### src/design/sem_pkg.sv
`timescale 1ns / 1ps
`default_nettype none
package sem_pkg;

    localparam int MaxWidth   = 1024;
    localparam int ColW       = $clog2(MaxWidth);
    localparam int RowW       = 16;
    localparam int WidthW     = 11;
    localparam int PixW       = 24;
    localparam int ChanW      = 8;
    localparam int NumChan    = 3;
    localparam int GradW      = 11;
    localparam int SqW        = 20;
    localparam int SumW       = 21;
    localparam int RootW      = 8;
    localparam int RemW       = 10;
    localparam int QueueDepth = 4;
    localparam int QueueAw    = $clog2(QueueDepth);

    localparam logic CfgWidth  = 1'b0;
    localparam logic CfgHeight = 1'b1;

    localparam logic [WidthW-1:0] WidthReset  = 11'd640;
    localparam logic [RowW-1:0]   HeightReset = 16'd480;

    typedef logic signed [GradW-1:0] t_grad;

    typedef struct packed {
        logic                 last;
        t_grad [NumChan-1:0]  gx;
        t_grad [NumChan-1:0]  gy;
    } t_grad_entry;

    typedef struct packed {
        logic full;
        logic empty;
    } t_q_status;

    function automatic t_grad ext(input logic [ChanW-1:0] p);
        ext = t_grad'({3'b000, p});
    endfunction

    // gx = p0 - p2 + 2*p3 - 2*p5 + p6 - p8
    function automatic t_grad grad_x(input logic [ChanW-1:0] p0, input logic [ChanW-1:0] p2,
                                     input logic [ChanW-1:0] p3, input logic [ChanW-1:0] p5,
                                     input logic [ChanW-1:0] p6, input logic [ChanW-1:0] p8);
        grad_x = ext(p0) - ext(p2) + (ext(p3) <<< 1) - (ext(p5) <<< 1) + ext(p6) - ext(p8);
    endfunction

    // gy = p0 + 2*p1 + p2 - p6 - 2*p7 - p8
    function automatic t_grad grad_y(input logic [ChanW-1:0] p0, input logic [ChanW-1:0] p1,
                                     input logic [ChanW-1:0] p2, input logic [ChanW-1:0] p6,
                                     input logic [ChanW-1:0] p7, input logic [ChanW-1:0] p8);
        grad_y = ext(p0) + (ext(p1) <<< 1) + ext(p2) - ext(p6) - (ext(p7) <<< 1) - ext(p8);
    endfunction

endpackage
`default_nettype wire

### src/design/sem_back.sv
`timescale 1ns / 1ps
`default_nettype none
module sem_back (
    input  wire logic                           i_clk,
    input  wire logic                           i_rst_n,
    input  wire sem_pkg::t_q_status             i_q_status,
    input  wire sem_pkg::t_grad_entry           i_pop_data,
    output logic                                o_pop,
    output logic                                m_axis_tvalid,
    input  wire logic                           m_axis_tready,
    output logic [sem_pkg::NumChan*8-1:0]       m_axis_tdata,   // edge_red, edge_green, edge_blue
    output logic                                m_axis_tlast    // frame_last
);

    typedef enum logic [1:0] {B_IDLE, B_SUM, B_ROOT, B_HOLD} t_state;

    t_state r_state;
    logic [2:0]                  r_cnt;
    logic                        r_last_w;
    logic [sem_pkg::SqW-1:0]     r_sqx  [sem_pkg::NumChan];
    logic [sem_pkg::SqW-1:0]     r_sqy  [sem_pkg::NumChan];
    logic                        r_sat  [sem_pkg::NumChan];
    logic [15:0]                 r_v    [sem_pkg::NumChan];
    logic [sem_pkg::RemW-1:0]    r_rem  [sem_pkg::NumChan];
    logic [sem_pkg::RootW-1:0]   r_root [sem_pkg::NumChan];
    logic                        r_out_valid;
    logic [sem_pkg::NumChan*8-1:0] r_out_data;
    logic                        r_out_last;

    logic signed [2*sem_pkg::GradW-1:0] prod_x [sem_pkg::NumChan];
    logic signed [2*sem_pkg::GradW-1:0] prod_y [sem_pkg::NumChan];
    logic [sem_pkg::SumW-1:0]           sum    [sem_pkg::NumChan];
    logic [sem_pkg::RemW+1:0]           rem_s  [sem_pkg::NumChan];
    logic [sem_pkg::RemW+1:0]           trial  [sem_pkg::NumChan];
    logic                               load;

    assign o_pop = (r_state == B_IDLE) && !i_q_status.empty;
    assign load  = (r_state == B_HOLD) && (!r_out_valid || m_axis_tready);
    assign m_axis_tvalid = r_out_valid;
    assign m_axis_tdata  = r_out_data;
    assign m_axis_tlast  = r_out_last;

    always_comb begin
        for (int i = 0; i < sem_pkg::NumChan; i++) begin
            prod_x[i] = $signed(i_pop_data.gx[i]) * $signed(i_pop_data.gx[i]);
            prod_y[i] = $signed(i_pop_data.gy[i]) * $signed(i_pop_data.gy[i]);
            sum[i]    = {1'b0, r_sqx[i]} + {1'b0, r_sqy[i]};
            rem_s[i]  = {r_rem[i], r_v[i][15:14]};
            trial[i]  = {2'b00, r_root[i], 2'b01};
        end
    end

    always_ff @(posedge i_clk) begin
        if (!i_rst_n) begin
            r_state     <= B_IDLE;
            r_cnt       <= '0;
            r_out_valid <= 1'b0;
        end else begin
            if (load) begin
                r_out_valid <= 1'b1;
            end else if (m_axis_tready) begin
                r_out_valid <= 1'b0;
            end
            unique case (r_state)
                B_IDLE: begin
                    if (o_pop) r_state <= B_SUM;
                end
                B_SUM: begin
                    r_cnt   <= '0;
                    r_state <= B_ROOT;
                end
                B_ROOT: begin
                    r_cnt <= r_cnt + 1'b1;
                    if (r_cnt == 3'd7) r_state <= B_HOLD;
                end
                B_HOLD: begin
                    if (load) r_state <= B_IDLE;
                end
                default: r_state <= B_IDLE;
            endcase
        end
    end

    always_ff @(posedge i_clk) begin
        if (o_pop) begin
            r_last_w <= i_pop_data.last;
        end
        for (int i = 0; i < sem_pkg::NumChan; i++) begin
            if (o_pop) begin
                r_sqx[i] <= prod_x[i][sem_pkg::SqW-1:0];
                r_sqy[i] <= prod_y[i][sem_pkg::SqW-1:0];
            end
            if (r_state == B_SUM) begin
                r_sat[i]  <= (sum[i][sem_pkg::SumW-1:16] != '0);
                r_v[i]    <= sum[i][15:0];
                r_rem[i]  <= '0;
                r_root[i] <= '0;
            end
            if (r_state == B_ROOT) begin
                r_v[i] <= {r_v[i][13:0], 2'b00};
                if (rem_s[i] >= trial[i]) begin
                    r_rem[i]  <= sem_pkg::RemW'(rem_s[i] - trial[i]);
                    r_root[i] <= {r_root[i][sem_pkg::RootW-2:0], 1'b1};
                end else begin
                    r_rem[i]  <= rem_s[i][sem_pkg::RemW-1:0];
                    r_root[i] <= {r_root[i][sem_pkg::RootW-2:0], 1'b0};
                end
            end
            if (load) begin
                r_out_data[i*8 +: 8] <= r_sat[i] ? 8'hFF : r_root[i];
            end
        end
        if (load) begin
            r_out_last <= r_last_w;
        end
    end

endmodule
`default_nettype wire

### config.mk
export PLATFORM = sky130hd
export DESIGN_NAME = sem_back
export DESIGN_NICKNAME = d
export VERILOG_FILES = /design/src/design/sem_pkg.sv /design/src/design/sem_back.sv
export SDC_FILE = /design/constraint.sdc
export NUM_CORES = 2
export LEC_CHECK = 0
export ABC_AREA = 1
export BUFFER_PORTS_ARGS = -buffer_cell sky130_fd_sc_hd__buf_2
export CELL_PAD_IN_SITES_DETAIL_PLACEMENT = 0
export CELL_PAD_IN_SITES_GLOBAL_PLACEMENT = 1
export CORE_MARGIN = 4
export CORE_UTILIZATION = 24
export DETAILED_ROUTE_END_ITERATION = 12
export MAX_ROUTING_LAYER = met4
export PLACE_DENSITY = 0.49
export SYNTH_ARGS = -nofsm -noshare
export SYNTH_HDL_FRONTEND = slang
export SYNTH_SLANG_ARGS = --single-unit
### constraint.sdc
create_clock -name i_clk -period 18.1 [get_ports i_clk]
set_input_delay 1.81 -clock i_clk [delete_from_list [all_inputs] [get_ports i_clk]]
set_output_delay 1.81 -clock i_clk [all_outputs]
set_load 0.01 [all_outputs]
==> impl_metrics.env <==
export IMPL_status="finished clean"
export IMPL_grt_pass1_wl_mm=147
export IMPL_first_iter_violations=912
export IMPL_die_height_um=402
export IMPL_dieArea_um2=161000
export IMPL_drive_above_1_share_pct=4.60
export IMPL_track_usage_pct=11.3
export IMPL_synthesis_area_um2=37200
export IMPL_grt_max_degree=73
export IMPL_rows=144
export IMPL_drc=0
export IMPL_synth_fp_nets=5374
export IMPL_hold_violations=0
export IMPL_cp_common_cell="fa_1"
export IMPL_critPathLaunchType="input port"
export IMPL_cts_tree="done"
export IMPL_clockRootBuffer="clkbuf_16"
export IMPL_port_buffers=97
export IMPL_clock_skew_ps=14.5
export IMPL_rsz0062_at_grt="false"
export IMPL_dp_cells=6449
export IMPL_fmax_mhz=161
export IMPL_avgViaCountPerCell=4.01
export IMPL_finalSetupTns_ps=0
export IMPL_firstDrtPassIters=4
export IMPL_reg2reg_slack_ps=15400
export IMPL_start_util_pct=24.2
export IMPL_ys_seq_elements=251
export IMPL_finalMaxSlewViolations=0
export IMPL_path_max_fanout=13
export IMPL_antenna_left=0
export IMPL_vias=26100
export IMPL_fin_crit_sh_pct=34.3
export IMPL_finalNonFillerCells=6505
export IMPL_ys_types=52
export IMPL_clk_pin_slew_worst_paths_ps=60
export IMPL_setup_viol=0
export IMPL_nets=5419
export IMPL_cts_setup_buffers=0
export IMPL_cts_resized=0
export IMPL_antenna_cells=0
export IMPL_overflow=0
export IMPL_hold_path_class="reg2reg"
export IMPL_finalCoreUtilization_pct=26.6
export IMPL_period_minus_slack_ps=6200
export IMPL_htree_levels=1
export IMPL_wl_mm=87.3
export IMPL_cts_hold_buf=0
export IMPL_fp_dieW_um=402
export IMPL_synth_avg_cell_area_um2=8.47
export IMPL_wl_per_cell_um=13.4
export IMPL_first_global_vias=27800
export IMPL_tightest_slew_ps=1090
export IMPL_place_gp_congestion=0.786
export IMPL_insertion_delay_ps=570
export IMPL_crit_type="in2reg"
export IMPL_cap_violations=0
export IMPL_syn2layout_area_growth_pct=10.0
export IMPL_worstSetupEndpointType="flop"
export IMPL_syn_inst=4392
export IMPL_cp_top_family="adder cells"
export IMPL_dpl_hpwl_mm=73.4
export IMPL_worstPathRequired_ps=18390
export IMPL_stdcell_area_um2=40900
export IMPL_worstPathArrival_ps=6490
export IMPL_ys_warn_count=0
export IMPL_cp_cell_sequence="buf_2 > nand2_1 > fa_1 > inv_1 > fa_1 > inv_1 > fa_1 > fa_1 > fa_1 > inv_1 > ha_1 > nand3_1 > or2_2 > nand3_1 > inv_1 > nand2_1 > nand2_1"
export IMPL_seq_area_frac_synth_pct=20.0
export IMPL_clock_path_buffers=3
export IMPL_cts_sinks=251
export IMPL_cpPeakStageDelay_ps=690
export IMPL_coreArea_um2=154000
export IMPL_numCtsBuffers=30
export IMPL_ios=99
export IMPL_max_slew_margin_pct=27.2
export IMPL_placed_area_um2=40000
export IMPL_slowest_stage="fa_1"
export IMPL_cp_buffers_inverters=5
export IMPL_antenna_found_initial=0
area by class of cell:
class / count / area (um2)
fill: 16900 / 113000
clock inverter: 16 / 156
tap: 2044 / 2560
multi-input combinational: 2870 / 25000
inverter: 1181 / 4430
sequential: 251 / 7460
timing repair buffer: 103 / 531
clock buffer: 40 / 820
metal layers:
layer / vias to the layer above / wire, um / track usage [%]
met4: 0 / 1020 / 1.24
met1: 12600 / 43300 / 15.7
met2: 165 / 41700 / 18.7
met5: - / 0 / -
li1: 13300 / - / -
met3: 57 / 1330 / 0.739
state kept, by name, indices dropped and copies added, names as in the netlist:
register and count:
r_root 24, r_v 48, m_axis_tdata 24, r_sqx 57, r_cnt 3, r_rem 30
r_sat 3, r_state 2, m_axis_tvalid 1, r_last_w 1, m_axis_tlast 1, r_sqy 57
stage by stage:
step / setup slack (ps) / hold WS (ps)
4_1_cts: 11790 / 432
5_1_grt: 11500 / 437
2_1_floorplan: 9610 / 400
6_report: 11900 / 433
3_3_place_gp: 11170 / 409
3_5_place_dp: 11200 / 423
cells by family after synthesis:
logic type      count (synthesis)  share of synthesized area (%)
flops                         251                           20.0
xor+xnor                      166                           3.91
buf+inv                      1271                           12.9
simple gates                 1465                           16.2
mux                             1                         0.0303
fa+ha+maj                     910                           41.9
compound gates                328                           4.96
synthesized netlist by cell type (all sizes together):
cell type  count  area (um2)
nand2       1004        3800
nor3          27         150
a21o          15         113
dfxtp          8         160
a21oi        170         858
o31ai          4        30.0
nor4           2        12.5
a31oi          6        37.5
o41ai          1        8.76
o2111ai        1        8.76
o31a           1        8.76
ha           348        4350
xor2         106         928
xnor2         60         526
o211ai         1        7.51
and3           4        25.0
buf           12        81.3
nor3b          1        7.51
nand4         27         175
nand3        139         696
o21bai        10        75.1
nand2b         2        12.5
clkbuf        78         293
nor2         209         815
edfxtp       243        7300
a31o           6        52.6
o21ai         93         484
mux2           1        11.3
o21a           5        37.5
inv         1181        4430
a22o           1        8.76
fa           562       11300
o221ai         4        35.0
and2           6        37.5
a21boi         4        30.0
nand3b        23         173
or2           21         131
a211oi         6        50.1
cells in the final DEF, fill, tap and decap left out, drive strengths merged, types with 5 or more instances in the layout:
cell type,Yosys,layout
inv,1181,1181
nand2,1004,1004
fa,562,562
ha,348,348
edfxtp,243,243
nor2,209,209
a21oi,170,170
nand3,139,139
xor2,106,106
buf,12,103
o21ai,93,93
xnor2,60,60
clkbuf,78,40
nand4,27,27
nor3,27,27
nand3b,23,23
or2,21,21
a21o,15,15
clkinv,0,11
o21bai,10,10
dfxtp,8,8
a31o,6,6
and2,6,6
a31oi,6,6
a211oi,6,6
o21a,5,5
worst paths after layout:
check,start,endpoint,cells past startpoint
min reg2reg,r_last_w,m_axis_tlast,0
max reg2reg,r_state[0],r_sqy[0][38],6
min,r_last_w,m_axis_tlast,0
max,i_pop_data[35],r_sqx[0][19],17
Power is not shown: default switching activity piles up to over one toggle a cycle in this logic, so the estimate is an artifact.
