## config.mk

```make
export PLATFORM = sky130hd
export DESIGN_NAME = sem_fifo
export DESIGN_NICKNAME = d
export VERILOG_FILES = /design/src/design/sem_pkg.sv /design/src/design/sem_fifo.sv
export SDC_FILE = /design/constraint.sdc
export NUM_CORES = 1
export LEC_CHECK = 0
export BUFFER_PORTS_ARGS = -buffer_cell sky130_fd_sc_hd__buf_2
export CORE_ASPECT_RATIO = 1.75
export CORE_MARGIN = 2
export CORE_UTILIZATION = 40
export CTS_CLUSTER_DIAMETER = 60
export DETAILED_ROUTE_END_ITERATION = 12
export MAX_ROUTING_LAYER = met4
export PLACE_DENSITY = 0.66
export SYNTH_ARGS = -nofsm -noshare
export SYNTH_HDL_FRONTEND = slang
export SYNTH_SLANG_ARGS = --single-unit
export TNS_END_PERCENT = 100
```

## constraint.sdc

```tcl
create_clock -name i_clk -period 2.5 [get_ports i_clk]
set_input_delay 0 -clock i_clk [delete_from_list [all_inputs] [get_ports i_clk]]
set_output_delay 0 -clock i_clk [all_outputs]
set_load 0.02 [all_outputs]
```

## src/design/sem_pkg.sv

```systemverilog
`timescale 1ns / 1ps
`default_nettype none
package sem_pkg;

    localparam int MaxWidth   = 1024;
    localparam int ColW       = $clog2(MaxWidth);
    localparam int RowW       = 16;
    localparam int WidthW     = 11;
    localparam int PixW       = 24;
    localparam int ChanW      = 8;
    localparam int NumChan    = 3;
    localparam int GradW      = 11;
    localparam int SqW        = 20;
    localparam int SumW       = 21;
    localparam int RootW      = 8;
    localparam int RemW       = 10;
    localparam int QueueDepth = 4;
    localparam int QueueAw    = $clog2(QueueDepth);

    localparam logic CfgWidth  = 1'b0;
    localparam logic CfgHeight = 1'b1;

    localparam logic [WidthW-1:0] WidthReset  = 11'd640;
    localparam logic [RowW-1:0]   HeightReset = 16'd480;

    typedef logic signed [GradW-1:0] t_grad;

    typedef struct packed {
        logic                 last;
        t_grad [NumChan-1:0]  gx;
        t_grad [NumChan-1:0]  gy;
    } t_grad_entry;

    typedef struct packed {
        logic full;
        logic empty;
    } t_q_status;

    function automatic t_grad ext(input logic [ChanW-1:0] p);
        ext = t_grad'({3'b000, p});
    endfunction

    // gx = p0 - p2 + 2*p3 - 2*p5 + p6 - p8
    function automatic t_grad grad_x(input logic [ChanW-1:0] p0, input logic [ChanW-1:0] p2,
                                     input logic [ChanW-1:0] p3, input logic [ChanW-1:0] p5,
                                     input logic [ChanW-1:0] p6, input logic [ChanW-1:0] p8);
        grad_x = ext(p0) - ext(p2) + (ext(p3) <<< 1) - (ext(p5) <<< 1) + ext(p6) - ext(p8);
    endfunction

    // gy = p0 + 2*p1 + p2 - p6 - 2*p7 - p8
    function automatic t_grad grad_y(input logic [ChanW-1:0] p0, input logic [ChanW-1:0] p1,
                                     input logic [ChanW-1:0] p2, input logic [ChanW-1:0] p6,
                                     input logic [ChanW-1:0] p7, input logic [ChanW-1:0] p8);
        grad_y = ext(p0) + (ext(p1) <<< 1) + ext(p2) - ext(p6) - (ext(p7) <<< 1) - ext(p8);
    endfunction

endpackage
`default_nettype wire

```

## src/design/sem_fifo.sv

```systemverilog
`timescale 1ns / 1ps
`default_nettype none
module sem_fifo (
    input  wire logic                  i_clk,
    input  wire logic                  i_rst_n,
    input  wire logic                  i_push,
    input  wire sem_pkg::t_grad_entry  i_push_data,
    input  wire logic                  i_pop,
    output sem_pkg::t_grad_entry       o_pop_data,
    output sem_pkg::t_q_status         o_status
);

    sem_pkg::t_grad_entry r_mem [sem_pkg::QueueDepth];
    logic [sem_pkg::QueueAw-1:0] r_wr_ptr;
    logic [sem_pkg::QueueAw-1:0] r_rd_ptr;
    logic [sem_pkg::QueueAw:0]   r_count;
    logic                        do_push;
    logic                        do_pop;

    assign o_status.full  = (r_count == (sem_pkg::QueueAw+1)'(sem_pkg::QueueDepth));
    assign o_status.empty = (r_count == '0);
    assign do_push = i_push && !o_status.full;
    assign do_pop  = i_pop && !o_status.empty;
    assign o_pop_data = r_mem[r_rd_ptr];

    always_ff @(posedge i_clk) begin
        if (do_push) begin
            r_mem[r_wr_ptr] <= i_push_data;
        end
    end

    always_ff @(posedge i_clk) begin
        if (!i_rst_n) begin
            r_wr_ptr <= '0;
            r_rd_ptr <= '0;
            r_count  <= '0;
        end else begin
            if (do_push) r_wr_ptr <= r_wr_ptr + 1'b1;
            if (do_pop)  r_rd_ptr <= r_rd_ptr + 1'b1;
            if (do_push && !do_pop)      r_count <= r_count + 1'b1;
            else if (!do_push && do_pop) r_count <= r_count - 1'b1;
        end
    end

endmodule
`default_nettype wire

```

==> reports/qor.yml, run 1 <==
setup_ws_ps: 226
num_io_pins: 140
cts.sink_count: 277
reg2reg_to: "r_count[2]$_SDFFE_PN0P_"
rsz0062_at_grt: "false"
synth_top_area_share: 0.791
syn_nets: 475
cts-resized-gates: 0
seq_power_share: 0.449
switchingPower_mw: 3.61
relSlewSlack: 0.653
wl_um: 19500
synth.cell_area_um2: 10200
die_y_um: 215
hold_ws_ps: 45.8
cts_root_buf: "clkbuf_16"
r2r_cells: 7
hold_violations: 0
hpwl_um: 12600
syn_inst: 398
multi_input_area_um2: 1790
start_util: 0.405
htree_levels: 1
first_iter_violations: 304
hp-class: "in2reg"
leakagePower_nw: 4.38
cp-start-kind: "flop"
clockPowerShare: 0.296
path_clk_slew_ps: 70
drc: 0
vdd_ir_drop_max_uv: 633
timing.final.crit_period_ps: 2270
r2r_setup_slack_ps: 230
areaGrowthSynthToFinish_pct: 26.6
yosysSeqAreaShare: 0.809
io_buffers: 139
finalClockSkew_ps: 6.17
grt_max_degree: 36
cts_tree: "yes"
synth_fa_ha_area_frac: 0.00812
layout_common_cells: "edfxtp_1, buf_2, dlygate4sd3_1"
layout-drive-gt1-share: 0.408
fmax_ghz: 0.440
die-area_um2: 26800
fin_crit_sh: 0.910
synth-xor-area-share: 0.00344
clock_latency_ps: 510
viasPerCell: 4.98
max_cap_violations: 0
fin_area_um2: 12900
cts_buffer_depth: 3
required_ps: 2930
ys_warn_count: 0
ant_nets: 0
final_common_cell: "edfxtp_1"
synth.area.top_cells: "edfxtp_1, mux4_2, dfxtp_1, buf_12, ha_1"
num_vias: 4825
setup_violations: 0
crit_start: "r_count[0]$_SDFFE_PN0P_"
dp_slack_ps: 283
synth_area_leader_cell: "edfxtp_1"
numCtsBuffers: 24
worst_pin_slew_ps: 515
worstSetupPathType: "reg2reg"
rows: 77
crit_path_end_kind: "flop"
place_congestion: 0.734
grt_overflow_total: 0
ys_seq_elements: 277
core_um2: 25100
status: "complete, no violations"
grt_use_total: 0.152
fp.dieW_um: 125
r2r-start: "r_count[0]$_SDFFE_PN0P_"
synth_top_family_by_area: "multiplexers"
slew_violations: 0
swShare: 0.275
syn_area_per_cell_um2: 25.6
cp_data_arrival_time_ps: 2710
yosys.area_share.simple: 0.00947
grt_pass1_vias: 5435
postPlaceCellArea_um2: 11400
crit_end: "r_count[2]$_SDFFE_PN0P_"
first_pass_iters: 4
wl_per_cell_um: 20.2
synth_cell_types: 25
internal_power_mw: 9.51
powerDensity_nw_per_um2: 1020
regArea_um2: 8240
grt_pass1_wl_um: 30500
synth_compound_area_frac: 0.00283
power_frac_comb: 0.254
tns_ps: 0
final_nets: 710
antenna_found_initial: 2
nFillCells: 1975
synth.area.mux_share: 0.151
critPathMaxFanout: 6
stage by stage:
stage | cells | util | power (mW)
final | 968 | 0.512 | 13.1
after global routing | 968 | 0.512 | 13.7
after CTS | 966 | 0.512 | 13.3
after detailed placement | 854 | 0.451 | 9.34
after global placement | 854 | 0.451 | 9.24
after floorplan | 398 | - | 8.25
worst max-delay path, stage by stage (launching register included):
cell	delay, ps
dfxtp_1	380
o31ai_1	390
ha_1	280
inv_1	80
fa_1	370
xor2_1	190
or3_1	320
a21boi_0	190
power groups by stage:
stage | Clock [mW] | Sequential (mW) | Combinational (mW)
2_1_floorplan | 0 | 5.83 | 2.42
3_3_place_gp | 0 | 5.96 | 3.27
3_5_place_dp | 0 | 6.01 | 3.33
4_1_cts | 3.98 | 5.91 | 3.42
5_1_grt | 4.18 | 5.94 | 3.55
6_report | 3.89 | 5.89 | 3.34
Yosys cell counts:
library cell,number
nor2b_1,2
a21boi_0,1
o21ai_0,1
buf_12,4
or3_1,1
o31ai_1,1
buf_1,3
dfxtp_1,9
nor3_1,1
and2_1,8
nor3b_1,1
fa_1,1
buf_6,1
xnor2_1,3
buf_4,3
inv_1,3
mux2i_1,3
buf_2,5
clkbuf_1,1
nand2_1,4
xor2_1,1
mux4_2,67
edfxtp_1,268
o311ai_0,1
ha_1,5
worst min-delay path by stage:
| stage | startpoint | endpoint | cells after the start |
|---|---|---|---|
| finish | i_push | r_wr_ptr[1]$_SDFFE_PN0P_ | 4 |
| detailed placement | i_push_data[30] | r_mem[0][30]$_DFFE_PP_ | 1 |
| global route | i_push | r_wr_ptr[0]$_SDFFE_PN0P_ | 4 |
| floorplan | i_push_data[0] | r_mem[0][0]$_DFFE_PP_ | 0 |
| global placement | i_push_data[54] | r_mem[0][54]$_DFFE_PP_ | 1 |
| CTS | i_push | r_wr_ptr[1]$_SDFFE_PN0P_ | 4 |
flip-flops by register name, indices dropped and copies added, names as in the netlist, named ones only:
name,count
r_count,3
r_mem,268
r_rd_ptr,2
r_wr_ptr,2
repair_timing:
item / 4_1_cts / 5_1_grt
hold buffers: 69 / 0
hold endpoints to repair: 277 / 0
setup buffers: 0 / 0
layout make-up:
class,instances,area share
clock buffers,32,0.0506
well taps,316,0.0307
flip-flops and latches,277,0.639
multi-input cells,101,0.139
repair buffers,226,0.125
clock inverters,11,0.0142
diodes,2,0.000388
inverters,3,0.000874
cell families (layout without fill, tap and decap cells):
logic type | after synthesis | after routing
simple gates | 17 | 17
fa+ha+maj | 6 | 6
xor+xnor | 4 | 4
compound gates | 4 | 4
flops | 277 | 277
mux | 70 | 70
other cells | 0 | 2
buf+inv | 20 | 272
per-layer routing:
layer | routed length, µm | part of all wire | track usage | vias to the layer above
met5 | 0 | 0 | - | -
met4 | 493 | 0.025 | 0.0502 | 0
met3 | 818 | 0.042 | 0.0217 | 34
met2 | 10900 | 0.56 | 0.280 | 118
met1 | 7360 | 0.38 | 0.169 | 2508
li1 | - | - | - | 2165
(Power assumes the default switching activity.)
==> run 2, diff against run 1 <==
--- a/config.mk
+++ b/config.mk
@@ -12,7 +12,7 @@
 export CTS_CLUSTER_DIAMETER = 60
 export DETAILED_ROUTE_END_ITERATION = 12
 export MAX_ROUTING_LAYER = met4
-export PLACE_DENSITY = 0.66
+export PLACE_DENSITY = 0.64
 export SYNTH_ARGS = -nofsm -noshare
 export SYNTH_HDL_FRONTEND = slang
 export SYNTH_SLANG_ARGS = --single-unit
==> constraint.sdc (replaced) <==
create_clock -name i_clk -period 2.45 [get_ports i_clk]
set_input_delay 0 -clock i_clk [delete_from_list [all_inputs] [get_ports i_clk]]
set_output_delay 0 -clock i_clk [all_outputs]
set_load 0.02 [all_outputs]
==> run 2 against run 1 <==
Net effect:
- sequential power is 2% higher
- design area fell by 0.32%
- critical endpoint unchanged
- via count rose by 0.75%
- register-to-register slack is essentially flat
- largest cell class unchanged
- first-iteration DRC count decreased by 9.5%
- clock-buffer cell count decreased by 2
- critical path type unchanged
==> reports/qor.yml, run 2 (synthesis gave the netlist of run 1 again) <==
status: "complete, no violations"
final_common_cell: "edfxtp_1"
worst_pin_slew_ps: 521
core_um2: 25100
cts_setup_buffers: 0
crit_chain: "o31ai_1 -> ha_1 -> inv_1 -> fa_1 -> xor2_1 -> or3_1 -> a21boi_0"
r2r_cells: 7
r2r-start: "r_count[0]$_SDFFE_PN0P_"
critPathMaxFanout: 6
largest_reg_flops: 268
slew_violations: 0
rsz0062_at_grt: "false"
layout_common_cells: "edfxtp_1, buf_2, dlygate4sd3_1"
die_y_um: 215
final_util: 0.511
areaGrowthSynthToFinish_pct: 26.2
io_buffers: 139
nFillCells: 1972
htree_levels: 1
hold_ws_ps: 52.7
grt_use_total: 0.152
vdd_ir_drop_max_uv: 818
required_ps: 2880
hpwl_um: 12300
fin_crit_sh: 0.905
first_iter_violations: 275
final_nets: 706
crit_path_end_kind: "flop"
internal_power_mw: 9.48
reg.largest.list: "r_mem: 268 flops, r_count: 3 flops"
multi_input_area_um2: 1790
cts_root_buf: "clkbuf_16"
num_vias: 4861
place_congestion: 0.724
max_cap_violations: 0
worstHoldPathCells: 4
setup_violations: 0
antenna_found_initial: 2
cts.sink_count: 277
fp.dieW_um: 125
finalClockSkew_ps: 12.3
worstSetupPathType: "reg2reg"
ant_nets: 0
leakagePower_nw: 4.35
hold_violations: 0
swShare: 0.282
regMostFlops: "r_mem"
cp.depth: 7
power_frac_comb: 0.257
crit_path_max_incr_delay_ps: 380
hp-class: "in2reg"
grt_overflow_total: 0
num_io_pins: 140
crit_slowest_cell: "dfxtp_1"
grt_max_degree: 42
path_clk_slew_ps: 60
wl_per_cell_um: 20.5
start_util: 0.405
critical_path.top_delay_family: "adder cells"
numCtsBuffers: 25
clockPowerShare: 0.287
crit_start: "r_count[0]$_SDFFE_PN0P_"
die-area_um2: 26800
powerDensity_nw_per_um2: 1030
regArea_um2: 8240
fmax_ghz: 0.451
cp_data_arrival_time_ps: 2650
viasPerCell: 5.04
clock_latency_ps: 520
grt_pass1_wl_um: 30500
cts_tree: "yes"
grt_pass1_vias: 5448
path_buf_inv: 1
tns_ps: 0
min_from: "i_push"
wl_um: 19800
drc: 0
first_pass_iters: 4
switchingPower_mw: 3.72
rows: 77
postCtsHoldBufs: 70
relSlewSlack: 0.653
cts-resized-gates: 0
cp-start-kind: "flop"
cts_buffer_depth: 3
layout-drive-gt1-share: 0.401
timing.final.crit_period_ps: 2220
seq_power_share: 0.456
[run 2: layout make-up]
type	count	share of cell area
sequential	277	0.641
multi-input combinational	101	0.140
timing repair buffer	221	0.125
clock buffer	30	0.0502
tap	316	0.0308
clock inverter	14	0.0114
inverter	3	0.000877
antenna	2	0.000390
[run 2: power groups by stage]
| stage | Combinational (mW) | Clock, mW | Sequential, mW |
|---|---|---|---|
| final | 3.39 | 3.79 | 6.02 |
| after global routing | 3.61 | 4.07 | 6.07 |
| after CTS | 3.47 | 3.88 | 6.03 |
| after detailed placement | 3.36 | 0 | 6.13 |
| after global placement | 3.33 | 0 | 6.09 |
| after floorplan | 2.47 | 0 | 5.95 |
[run 2: per-layer routing]
metal | wire length [µm] | vias up | track usage
li1 | - | 2158 | -
met1 | 7400 | 2547 | 0.168
met2 | 11100 | 128 | 0.278
met3 | 761 | 28 | 0.0199
met4 | 493 | 0 | 0.0551
met5 | 0 | - | -
[run 2: worst min-delay path, stage by stage]
cell	delay [ps]
buf_2	90
nor2b_1	140
buf_4	160
mux2i_1	110
[run 2: final timing paths]
check	end	slack [ps]
worst max-delay path	r_count[2]$_SDFFE_PN0P_	230
worst min register to register	r_wr_ptr[1]$_SDFFE_PN0P_	510
worst max register to register	r_count[2]$_SDFFE_PN0P_	230
worst min-delay path	r_wr_ptr[1]$_SDFFE_PN0P_	50
[run 2: per-stage QoR]
stage	instances	setup WS [ps]	cell area, µm²	power [mW]
floorplan	398	216	10200	8.42
global placement	848	369	11300	9.41
detailed placement	848	208	11300	9.49
CTS	962	150	12800	13.4
global route	964	65.6	12800	13.8
finish	964	232	12800	13.2
